File: src/design/tdd_pkg.sv
`default_nettype none

package tdd_pkg;

    localparam int TDD_SLOTS           = 8;
    localparam int TDD_SLOT_W          = 3;
    localparam logic [31:0] TDD_IDLE_WINDOW_RST = 32'd10;

    // commands
    localparam logic [1:0] CMD_TICK = 2'd0;
    localparam logic [1:0] CMD_ADD  = 2'd1;
    localparam logic [1:0] CMD_KILL = 2'd2;

    // task kinds
    localparam logic [1:0] K_NONE   = 2'd0;
    localparam logic [1:0] K_IDLE   = 2'd1;
    localparam logic [1:0] K_ONCE   = 2'd2;
    localparam logic [1:0] K_CYCLIC = 2'd3;

    // result kinds
    localparam logic [1:0] RES_DISPATCH = 2'd0;
    localparam logic [1:0] RES_TICK_END = 2'd1;
    localparam logic [1:0] RES_ADD      = 2'd2;
    localparam logic [1:0] RES_KILL     = 2'd3;

    typedef enum logic [2:0] {
        ST_READY,
        ST_TIMED,
        ST_IDLE_PASS,
        ST_UPDATE,
        ST_DONE
    } state_t;

    typedef struct packed {
        logic [1:0]  kind;
        logic [15:0] code;
        logic [31:0] period;
        logic [31:0] due;
    } slot_t;

    typedef struct packed {
        logic [1:0]            cmd;
        logic [31:0]           now_ms;
        logic [1:0]            task_kind;
        logic [15:0]           task_code;
        logic [31:0]           interval_ms;
        logic [TDD_SLOT_W-1:0] slot_index;
    } req_t;

endpackage

`default_nettype wire

File: src/design/tdd_cell.sv
`default_nettype none

// One slot of the ring; loads its neighbor's contents on every shift.
module tdd_cell (
    input  wire logic          clk,
    input  wire logic          rst_n,
    input  wire logic          shift,
    input  wire tdd_pkg::slot_t d,
    output tdd_pkg::slot_t     q
);
    import tdd_pkg::*;

    slot_t q_reg;

    always_ff @(posedge clk or negedge rst_n)
    begin
        if (!rst_n)
        begin
            q_reg <= '0;
        end
        else if (shift)
        begin
            q_reg <= d;
        end
    end

    assign q = q_reg;

endmodule

`default_nettype wire

File: src/design/tdd_step.sv
`default_nettype none

// Evaluates the slot at the head of the ring for the current pass.
module tdd_step #(
    parameter int PW = 3
) (
    input  wire tdd_pkg::state_t mode,
    input  wire tdd_pkg::slot_t  head,
    input  wire logic [PW-1:0]   pos,
    input  wire tdd_pkg::req_t   req,
    input  wire logic [31:0]     horizon,
    input  wire logic            placed,
    output tdd_pkg::slot_t       head_next,
    output logic                 emit,
    output logic                 block,
    output logic                 take
);
    import tdd_pkg::*;

    localparam int CW = (PW > TDD_SLOT_W) ? PW : TDD_SLOT_W;

    logic        timed;
    logic        due_now;
    logic [31:0] resched;

    assign timed   = (head.kind == K_ONCE) || (head.kind == K_CYCLIC);
    assign due_now = head.due <= req.now_ms;
    assign resched = req.now_ms + head.period;

    always_comb
    begin
        head_next = head;
        emit      = 1'b0;
        block     = 1'b0;
        take      = 1'b0;
        case (mode)
            ST_TIMED:
            begin
                if (timed && due_now)
                begin
                    emit = head.code != 16'd0;
                    if (head.kind == K_ONCE)
                    begin
                        head_next = '0;
                    end
                    else
                    begin
                        head_next.due = resched;
                    end
                end
                block = timed && (head_next.due <= horizon);
            end
            ST_IDLE_PASS:
            begin
                emit = (head.kind == K_IDLE) && (head.code != 16'd0);
            end
            ST_UPDATE:
            begin
                if (req.cmd == CMD_ADD && !placed && head.kind == K_NONE
                    && req.task_kind != K_NONE)
                begin
                    take             = 1'b1;
                    head_next.kind   = req.task_kind;
                    head_next.code   = req.task_code;
                    head_next.period = (req.task_kind == K_CYCLIC) ? req.interval_ms : 32'd0;
                    head_next.due    = (req.task_kind == K_ONCE)
                                       ? req.now_ms + req.interval_ms : 32'd0;
                end
                else if (req.cmd == CMD_KILL && CW'(req.slot_index) == CW'(pos))
                begin
                    head_next = '0;
                end
            end
            default:
            begin
            end
        endcase
    end

endmodule

`default_nettype wire

File: src/design/timed_task_dispatcher.sv
// Sequence from acceptance to closing result: a tick runs a timed pass and,
//   unless a timed task blocks it, an idle pass; add and kill run one update
//   pass. A dispatch or the closing result waiting on out_ready stalls it.
// No overlap between transactions: a new one is accepted only in the ready state.
// A ring of SLOTS cells rotates once per pass.
// Reset (async, rst_n low) clears every slot and sets idle_window to 10.
`default_nettype none

module timed_task_dispatcher #(
    parameter int SLOTS = tdd_pkg::TDD_SLOTS
) (
    input  wire logic        clk,
    input  wire logic        rst_n,
    // configuration
    input  wire logic        cfg_we,
    input  wire logic [31:0] cfg_data,
    // input channel
    input  wire logic        in_valid,
    output logic             in_ready,
    input  wire logic [1:0]  cmd,
    input  wire logic [31:0] now_ms,
    input  wire logic [1:0]  task_kind,
    input  wire logic [15:0] task_code,
    input  wire logic [31:0] interval_ms,
    input  wire logic [2:0]  slot_index,
    // output channel
    output logic             out_valid,
    input  wire logic        out_ready,
    output logic [1:0]       kind,
    output logic [2:0]       slot,
    output logic [15:0]      task_code_res,
    output logic             ok,
    output logic             was_idle,
    output logic             last
);
    import tdd_pkg::*;

    localparam int PW = (SLOTS > 1) ? $clog2(SLOTS) : 1;

    // ------------------------------------------------------------------
    // Registers
    // ------------------------------------------------------------------
    state_t      state_reg, state_next;
    logic [PW-1:0] cnt_reg, cnt_next;      // slot currently at the ring head
    logic        idle_reg, idle_next;      // no timed task blocks idle dispatch
    logic        placed_reg, placed_next;  // add found a free slot
    logic [PW-1:0] add_slot_reg, add_slot_next;
    logic [31:0] idle_window_reg;
    req_t        req_reg;
    logic [31:0] horizon_reg;

    logic        out_valid_reg;
    logic [1:0]  kind_reg, kind_next;
    logic [2:0]  slot_reg, slot_next;
    logic [15:0] code_reg, code_next;
    logic        ok_reg, ok_next;
    logic        was_idle_reg, was_idle_next;
    logic        last_reg, last_next;
    logic        out_load;
    logic        out_free;

    // ------------------------------------------------------------------
    // Ring of slot cells: cell 0 is the head, the last cell takes the
    // updated head. After SLOTS shifts every slot is home again.
    // ------------------------------------------------------------------
    slot_t cell_q [SLOTS];
    slot_t head_next;
    logic  shift;
    logic  emit, block, take;

    for (genvar i = 0; i < SLOTS; i++)
    begin : g_ring
        slot_t cell_d;
        if (i == SLOTS - 1)
        begin : g_tail
            assign cell_d = head_next;
        end
        else
        begin : g_mid
            assign cell_d = cell_q[i+1];
        end
        tdd_cell u_cell (
            .clk   (clk),
            .rst_n (rst_n),
            .shift (shift),
            .d     (cell_d),
            .q     (cell_q[i])
        );
    end

    tdd_step #(.PW(PW)) u_step (
        .mode      (state_reg),
        .head      (cell_q[0]),
        .pos       (cnt_reg),
        .req       (req_reg),
        .horizon   (horizon_reg),
        .placed    (placed_reg),
        .head_next (head_next),
        .emit      (emit),
        .block     (block),
        .take      (take)
    );

    // ------------------------------------------------------------------
    // Control
    // ------------------------------------------------------------------
    logic at_end;
    assign at_end   = cnt_reg == PW'(SLOTS - 1);
    assign in_ready = state_reg == ST_READY;
    assign out_free = !out_valid_reg || out_ready;

    always_comb
    begin
        state_next    = state_reg;
        cnt_next      = cnt_reg;
        idle_next     = idle_reg;
        placed_next   = placed_reg;
        add_slot_next = add_slot_reg;
        shift         = 1'b0;
        out_load      = 1'b0;
        kind_next     = RES_DISPATCH;
        slot_next     = TDD_SLOT_W'(cnt_reg);
        code_next     = cell_q[0].code;
        ok_next       = 1'b0;
        was_idle_next = 1'b0;
        last_next     = 1'b0;
        case (state_reg)
            ST_READY:
            begin
                cnt_next = '0;
                if (in_valid)
                begin
                    if (cmd == CMD_TICK)
                    begin
                        state_next = ST_TIMED;
                        idle_next  = 1'b1;
                    end
                    else if (cmd == CMD_ADD || cmd == CMD_KILL)
                    begin
                        state_next  = ST_UPDATE;
                        placed_next = 1'b0;
                    end
                end
            end
            ST_TIMED, ST_IDLE_PASS:
            begin
                // stall the ring while a dispatch cannot be handed over
                if (!emit || out_free)
                begin
                    shift    = 1'b1;
                    out_load = emit;
                    if (block)
                    begin
                        idle_next = 1'b0;
                    end
                    if (at_end)
                    begin
                        cnt_next = '0;
                        if (state_reg == ST_TIMED && idle_reg && !block)
                        begin
                            state_next = ST_IDLE_PASS;
                        end
                        else
                        begin
                            state_next = ST_DONE;
                        end
                    end
                    else
                    begin
                        cnt_next = cnt_reg + 1'b1;
                    end
                end
            end
            ST_UPDATE:
            begin
                shift = 1'b1;
                if (take)
                begin
                    placed_next   = 1'b1;
                    add_slot_next = cnt_reg;
                end
                if (at_end)
                begin
                    cnt_next   = '0;
                    state_next = ST_DONE;
                end
                else
                begin
                    cnt_next = cnt_reg + 1'b1;
                end
            end
            ST_DONE:
            begin
                code_next = 16'd0;
                last_next = 1'b1;
                case (req_reg.cmd)
                    CMD_TICK:
                    begin
                        kind_next     = RES_TICK_END;
                        slot_next     = '0;
                        was_idle_next = idle_reg;
                    end
                    CMD_ADD:
                    begin
                        kind_next = RES_ADD;
                        slot_next = placed_reg ? TDD_SLOT_W'(add_slot_reg) : '0;
                        ok_next   = placed_reg;
                    end
                    default:
                    begin
                        kind_next = RES_KILL;
                        slot_next = req_reg.slot_index;
                    end
                endcase
                if (out_free)
                begin
                    out_load   = 1'b1;
                    state_next = ST_READY;
                end
            end
            default:
            begin
                state_next = ST_READY;
            end
        endcase
    end

    always_ff @(posedge clk or negedge rst_n)
    begin
        if (!rst_n)
        begin
            state_reg       <= ST_READY;
            cnt_reg         <= '0;
            idle_reg        <= 1'b0;
            placed_reg      <= 1'b0;
            add_slot_reg    <= '0;
            idle_window_reg <= TDD_IDLE_WINDOW_RST;
            out_valid_reg   <= 1'b0;
        end
        else
        begin
            state_reg    <= state_next;
            cnt_reg      <= cnt_next;
            idle_reg     <= idle_next;
            placed_reg   <= placed_next;
            add_slot_reg <= add_slot_next;
            if (cfg_we)
            begin
                idle_window_reg <= cfg_data;
            end
            if (out_load)
            begin
                out_valid_reg <= 1'b1;
            end
            else if (out_ready)
            begin
                out_valid_reg <= 1'b0;
            end
        end
    end

    // transaction payload and result payload
    always_ff @(posedge clk)
    begin
        if (in_valid && in_ready)
        begin
            req_reg.cmd         <= cmd;
            req_reg.now_ms      <= now_ms;
            req_reg.task_kind   <= task_kind;
            req_reg.task_code   <= task_code;
            req_reg.interval_ms <= interval_ms;
            req_reg.slot_index  <= slot_index;
            horizon_reg         <= now_ms + idle_window_reg;
        end
        if (out_load)
        begin
            kind_reg     <= kind_next;
            slot_reg     <= slot_next;
            code_reg     <= code_next;
            ok_reg       <= ok_next;
            was_idle_reg <= was_idle_next;
            last_reg     <= last_next;
        end
    end

    assign out_valid     = out_valid_reg;
    assign kind          = kind_reg;
    assign slot          = slot_reg;
    assign task_code_res = code_reg;
    assign ok            = ok_reg;
    assign was_idle      = was_idle_reg;
    assign last          = last_reg;

    // ------------------------------------------------------------------
    // Assertions
    // ------------------------------------------------------------------
    a_ring_home: assert property (@(posedge clk) disable iff (!rst_n)
        (state_reg == ST_READY) |-> (cnt_reg == '0))
        else $error("ring not aligned while ready");

    a_no_overwrite: assert property (@(posedge clk) disable iff (!rst_n)
        (out_valid_reg && !out_ready) |-> !out_load)
        else $error("held result overwritten");

    a_last_only_done: assert property (@(posedge clk) disable iff (!rst_n)
        (out_load && last_next) |-> (state_reg == ST_DONE))
        else $error("closing result outside done state");

    a_busy_after_cmd: assert property (@(posedge clk) disable iff (!rst_n)
        (in_valid && in_ready && (cmd == CMD_TICK || cmd == CMD_ADD || cmd == CMD_KILL))
        |=> (state_reg != ST_READY))
        else $error("accepted command not started");

endmodule

`default_nettype wire

File: config.mk
export PLATFORM = sky130hd
export DESIGN_NAME = timed_task_dispatcher
export DESIGN_NICKNAME = d
export VERILOG_FILES = /design/src/design/tdd_pkg.sv /design/src/design/tdd_cell.sv /design/src/design/tdd_step.sv /design/src/design/timed_task_dispatcher.sv
export SDC_FILE = /design/constraint.sdc
export NUM_CORES = 2
export LEC_CHECK = 0
export BUFFER_PORTS_ARGS = -buffer_cell sky130_fd_sc_hd__buf_2
export CAP_MARGIN = 20
export CORE_MARGIN = 2
export CORE_UTILIZATION = 60
export DETAILED_ROUTE_END_ITERATION = 8
export PLACE_DENSITY = 0.82
export SYNTH_ARGS = -nofsm -noshare
export SYNTH_HDL_FRONTEND = slang
export SYNTH_HIERARCHICAL = 1
export SYNTH_SLANG_ARGS = --single-unit
export TNS_END_PERCENT = 30
File: constraint.sdc
create_clock -name clk -period 6.2 [get_ports clk]
set_input_delay 0.31 -clock clk [delete_from_list [all_inputs] [get_ports clk]]
set_output_delay 0.31 -clock clk [all_outputs]
set_load 0.005 [all_outputs]
======== Word-level counts from Yosys, hierarchy flattened ========
Cells that the tools add are included.
operators by class
  $add $sub $neg .......................... 4
  magnitude comparators ................... 2
  eq/ne operators ......................... 26
  muxes and demuxes ....................... 48
  reductions and logical operators ........ 36
operators by type and width
  cell                number
  $mux 82             4
  $pmux 82 s2         1
  $add 32x32->32      3
  $mux 32             3
  $le 32x32->1        2
  $mux 50             1
  $mux 3              12
  $mux 1              18
  $ne 2x2->1 const B  8
  $reduce_bool 16->1  1
  $eq 2x2->1 const B  6
  $pmux 3 s4          1
  $logic_and 1x1->1   10
  $pmux 1 s2          5
  $reduce_and 5->1    2
  $pmux 3 s3          1
  $reduce_and 2->1    4
  $reduce_bool 2->1   4
  $eq 2x1->1 const B  3
  $eq 3x2->1 const B  2
  $eq 3x3->1 const B  2
  $logic_not 2->1     3
  $pmux 3 s2          1
  $reduce_and 6->1    1
  11 further kinds    18
storage, ports and cells
  register bits ........................... 843
  output and inout port bits .............. 26

======== Depth between registers and ports, before layout ========
  depth in word-level cells ............... 14
  depth in mapped cells ................... 28
  gate-level depth less buffers ........... 27

======== By module ========
Netlist, hierarchy kept.
modules (own cells, without submodules)
  module                 instances  cells an instance  area each (sq um)
  tdd_cell               8          173                3,447.1
  timed_task_dispatcher  1          570                8,137.8
  tdd_step               1          1,009              6,841.6

======== Least setup slack after synthesis ========
No wires, ideal clock.
  kind .................................... register to register
  start point ............................. register g_ring[0].u_cell.q_reg (netlist bit g_ring[0].u_cell/q[7])
  end point ............................... register state_reg[2]
  setup time .............................. 0.083 ns
  arrival ................................. 4.627 ns
  required time ........................... 6.117 ns
  path slack .............................. 1.490 ns
  stages on the path, launching flop included .. 24
  path through ............................ dfrtp_1 -> ha_1 -> a21oi_1 -> o21ai_0 -> a311oi_1 -> a31oi_1 -> or4b_1 -> buf_2 -> buf_2 -> clkbuf_1 -> a22o_1 -> ha_1 -> nand4_1 -> or3_1 -> nor4_1 -> nand2_1 -> or3_1 -> a21oi_1 -> inv_1 -> a21oi_1 -> nor2_1 -> nor2_1 -> nand2_1 -> o21ai_0
between the ends
  longest elaborated chain between the ends .. 13
  elaborated cells between the ends (all ways) .. 19
ends and longest elaborated chain
  item                    line                          text
  start, declared         tdd_cell.sv:13                slot_t q_reg;
  start signal, assigned  tdd_cell.sv:19                q_reg <= '0;
  start signal, assigned  tdd_cell.sv:23                q_reg <= d;
  $le 32x32->1            tdd_step.sv:27                assign due_now = head.due <= req.now_ms;
  $logic_and 1x1->1       tdd_step.sv:39                if (timed && due_now)
  $mux 82 *               tdd_step.sv:39
  $mux 82 *               tdd_step.sv:36                case (mode)
  $le 32x32->1 *          tdd_step.sv:51                block = timed && (head_next.due <= horizon);
  $logic_and 1x1->1 *     tdd_step.sv:51
  $mux 1 *                tdd_step.sv:36
  via block               timed_task_dispatcher.sv:69   logic emit, block, take;
  $logic_not 1->1 *       timed_task_dispatcher.sv:159  if (state_reg == ST_TIMED && idle_reg && !block)
  $logic_and 1x1->1 *     timed_task_dispatcher.sv:159
  $mux 3 *                timed_task_dispatcher.sv:159
  $mux 3 *                timed_task_dispatcher.sv:156  if (at_end)
  $mux 3 *                timed_task_dispatcher.sv:148  if (!emit || out_free)
  $pmux 3 s4 *            timed_task_dispatcher.sv:127  case (state_reg)
  end signal, assigned    timed_task_dispatcher.sv:242  state_reg <= state_next;
  end, declared           timed_task_dispatcher.sv:43   state_t state_reg, state_next;
The timed path passes the listed nets; every way through them passes the cells marked *. The select of a mux whose other input is x is not followed.
A chain may end at the register's enable or synchronous reset.

======== Worst setup path after layout ========
  start point ............................. register g_ring[0].u_cell.q_reg (netlist bit g_ring[0].u_cell/q[24])
  end point ............................... register state_reg[2]
Same word-level chain as after synthesis.

==> results.ini <==
[setup_path]
cp_top_family = simple AND/OR/NAND/NOR gates
rr_startpoint = g_ring[0].u_cell/q[24]
crit_required_ns = 6.77
r2r_end = state_reg[2]
crit_fanout = 21
slowest_delay_ns = 0.81
crit_path_frequent_cell = nor2_1
reg2reg_slack_ns = 0.31
reg2reg_depth = 21
cp.arrival_ns = 6.45
slowest_stage = or4b_2
path_cells = ha_1, nand4_1, nand4bb_1, nor2_1, nor4_1, or4b_2, buf_4, a22o_1, ha_1, nand4_1, or3_1, nor4_2, nand2_1, or3_1, a21oi_2, inv_1, a21oi_1, nor2_1, nor2_1, nand2_1, o21ai_0
critPathCaptureType = flip-flop
startpoint_type = flip-flop
crit_type = reg2reg
cp_num_buf_inv = 2
cp.depth = 21

[sta]
max_freq_mhz = 170
finalHoldViolCount = 0
period_share = 0.950
relSlewSlack = 0.266
finalSetupViolations = 0
worst_slew_pin_slew_ns = 1.10
final.setup.tns_ns = 0
rsz0062_at_grt = no
post-route-min-period_ns = 5.89
finalMaxSlewViolations = 0
finClkSkew_ns = 0.0427
whs_ns = 0.0679

[clocking]
clock_sinks = 843
h-tree-depth = 3
cts_buffers = 89
cts_setup_buffers = 0
clk_pin_slew_worst_paths_ns = 0.07
cts_tree = yes
cts_buffer_depth = 3
clk_latency_ns = 0.66
root_buffer = clkbuf_16

[floorplan]
start_util = 0.607
die-area_um2 = 73100
rows = 97
die_y_um = 270
boundaryPins = 150
die_w_um = 270
core_um2 = 70100

[yosys]
seq_area_frac_synth = 0.513
synth_most_common_cell = dfrtp_1
yosysTopAreaCell = dfrtp_1
synth_area_um2 = 42600
synth_top_area_share = 0.410
syn_inst = 2963
synth_commonest_cells = 698 x dfrtp_1, 640 x mux2_4, 160 x ha_1, 143 x edfxtp_1
ys_warn_count = 6
synth-edff-count = 143
synth_top_flop_cell = dfrtp_1
async_flop_share = 0.830
syn_area_per_cell_um2 = 14.4
ys_types = 93
syn_nets = 3250
ys_ff_latch = 843
synth_area_leaders = dfrtp_1 41%, mux2_4 23%, edfxtp_1 10%

[global_routing]
grt_max_degree = 184
antenna_found_initial = 0
track_usage = 0.298
gr-total-overflow = 0
grt_first_pass_wirelength_mm = 169
first_global_vias = 27600

[routing]
wl_mm = 107
dr.first_iter.drc_count = 2141
drc = 0
avgRoutedWirePerCell_um = 25.3
postRouteAntennaNets = 0
num_vias = 25800
dr.pass1.iters = 6
vias_per_cell = 6.08

[pwr]
p_int_uw = 14300
powerDensity_nw_per_um2 = 464
max-vdd-ir-drop_v = 0.000488
pwr-share-seq = 0.359
pwr-share-comb = 0.387
p_leak_uw = 0.0234
switching_share = 0.355
clkPwrFrac = 0.254
p_sw_uw = 7860

[place]
dp_hpwl_mm = 70.7
place_congestion = 0.927
io_buffers = 149
dpl_cell_area_um2 = 43400
dp_cells = 3960

[hold_path]
holdPathStages = 3
min_from = out_ready
hold_class = in2reg
worstHoldEndpoint = out_valid

[job]
maxCapViolCount = 0

[final_layout]
final_area_um2 = 47700
layout.nets = 3519
layout-drive-gt1-share = 0.324
fin_cells = 4246
final_core_util = 0.680
syn2layout_area_growth_pct = 12.2
largest_reg_flops = 656

[outcome]
status = complete, no violations

-- worst min-delay path: stages --
cell and delay [ns]:
buf_2 0.12, nand2b_1 0.18, nand2_1 0.06
-- logic make-up (layout without fill, tap and decap cells) --
family	count (synthesis)	count (layout)	share of synthesized area
DFF	843	843	0.513
muxes	693	693	0.240
AOI/OAI and AO/OA	527	527	0.0864
buffers and inverters	228	570	0.0466
xor gates and xnor gates	81	81	0.0167
and+or+nand+nor	428	428	0.0495
other	0	1	0
adders and majority gates	163	163	0.0485
-- worst max-delay path by stage --
stage | start | endpoint
2_1_floorplan | g_ring[0].u_cell/q[7] | state_reg[2]
3_5_place_dp | g_ring[0].u_cell/q[24] | state_reg[2]
4_1_cts | g_ring[0].u_cell/q[24] | state_reg[2]
3_3_place_gp | g_ring[0].u_cell/q[24] | state_reg[2]
6_report | g_ring[0].u_cell/q[24] | state_reg[2]
5_1_grt | g_ring[0].u_cell/q[24] | state_reg[2]
-- through the flow --
step           setup WS, ns  total power [uW]
4_1_cts              0.0659             22100
3_3_place_gp         0.0537             16000
6_report              0.312             22100
3_5_place_dp          0.111             16300
2_1_floorplan          1.49             15500
5_1_grt              0.0204             23100
-- layout by cell type, fill, tap and decap left out, types with 17 or more instances in the layout --
master / n
dfrtp_1: 698
mux2_4: 640
ha_1: 160
buf_2: 148
edfxtp_1: 143
nand2_1: 128
a21oi_1: 127
dlygate4sd3_1: 120
clkbuf_16: 95
inv_1: 93
nor2_1: 87
o21ai_0: 87
a22o_1: 61
mux2_2: 51
xnor2_1: 43
a21o_1: 40
xor2_1: 38
nand3_1: 37
nor3_1: 29
buf_4: 28
nand4_1: 23
and2_1: 22
o211ai_1: 19
nand2b_1: 18
clkbuf_1: 17
-- power by group through the flow --
stage	clock (uW)	sequential (uW)	combinational, uW
after floorplan	0	7580	7940
after global placement	0	7890	8160
after detailed placement	0	7990	8300
after CTS	5690	7930	8450
after global routing	5930	8080	9060
final	5630	7950	8560
-- layout make-up --
type                            count  area (um^2)
Tap cell                          940         1180
Antenna cell                        1         2.50
Multi-Input combinational cell   1892        18800
Fill cell                        4757        22400
Timing Repair Buffer              312         2470
Clock buffer                      126         2630
Clock inverter                     38          478
Sequential cell                   843        21800
Inverter                           94          353
-- per-layer routing --
layer  up-vias  GRT usage  wire length (um)  share of wire
met2       926      0.482             51700           0.48
met3       222     0.0433              5760          0.054
li1      11400          -                 -              -
met5         -          0                 0              0
met4         0     0.0981              3280          0.031
met1     13300      0.416             46500           0.43
-- what timing repair did --
item,4_1_cts,5_1_grt
hold buffers,120,0
hold endpoints to repair,235,0
gates resized for setup,0,5
setup endpoints to repair,0,3
Power figures use the tool's default switching activity.
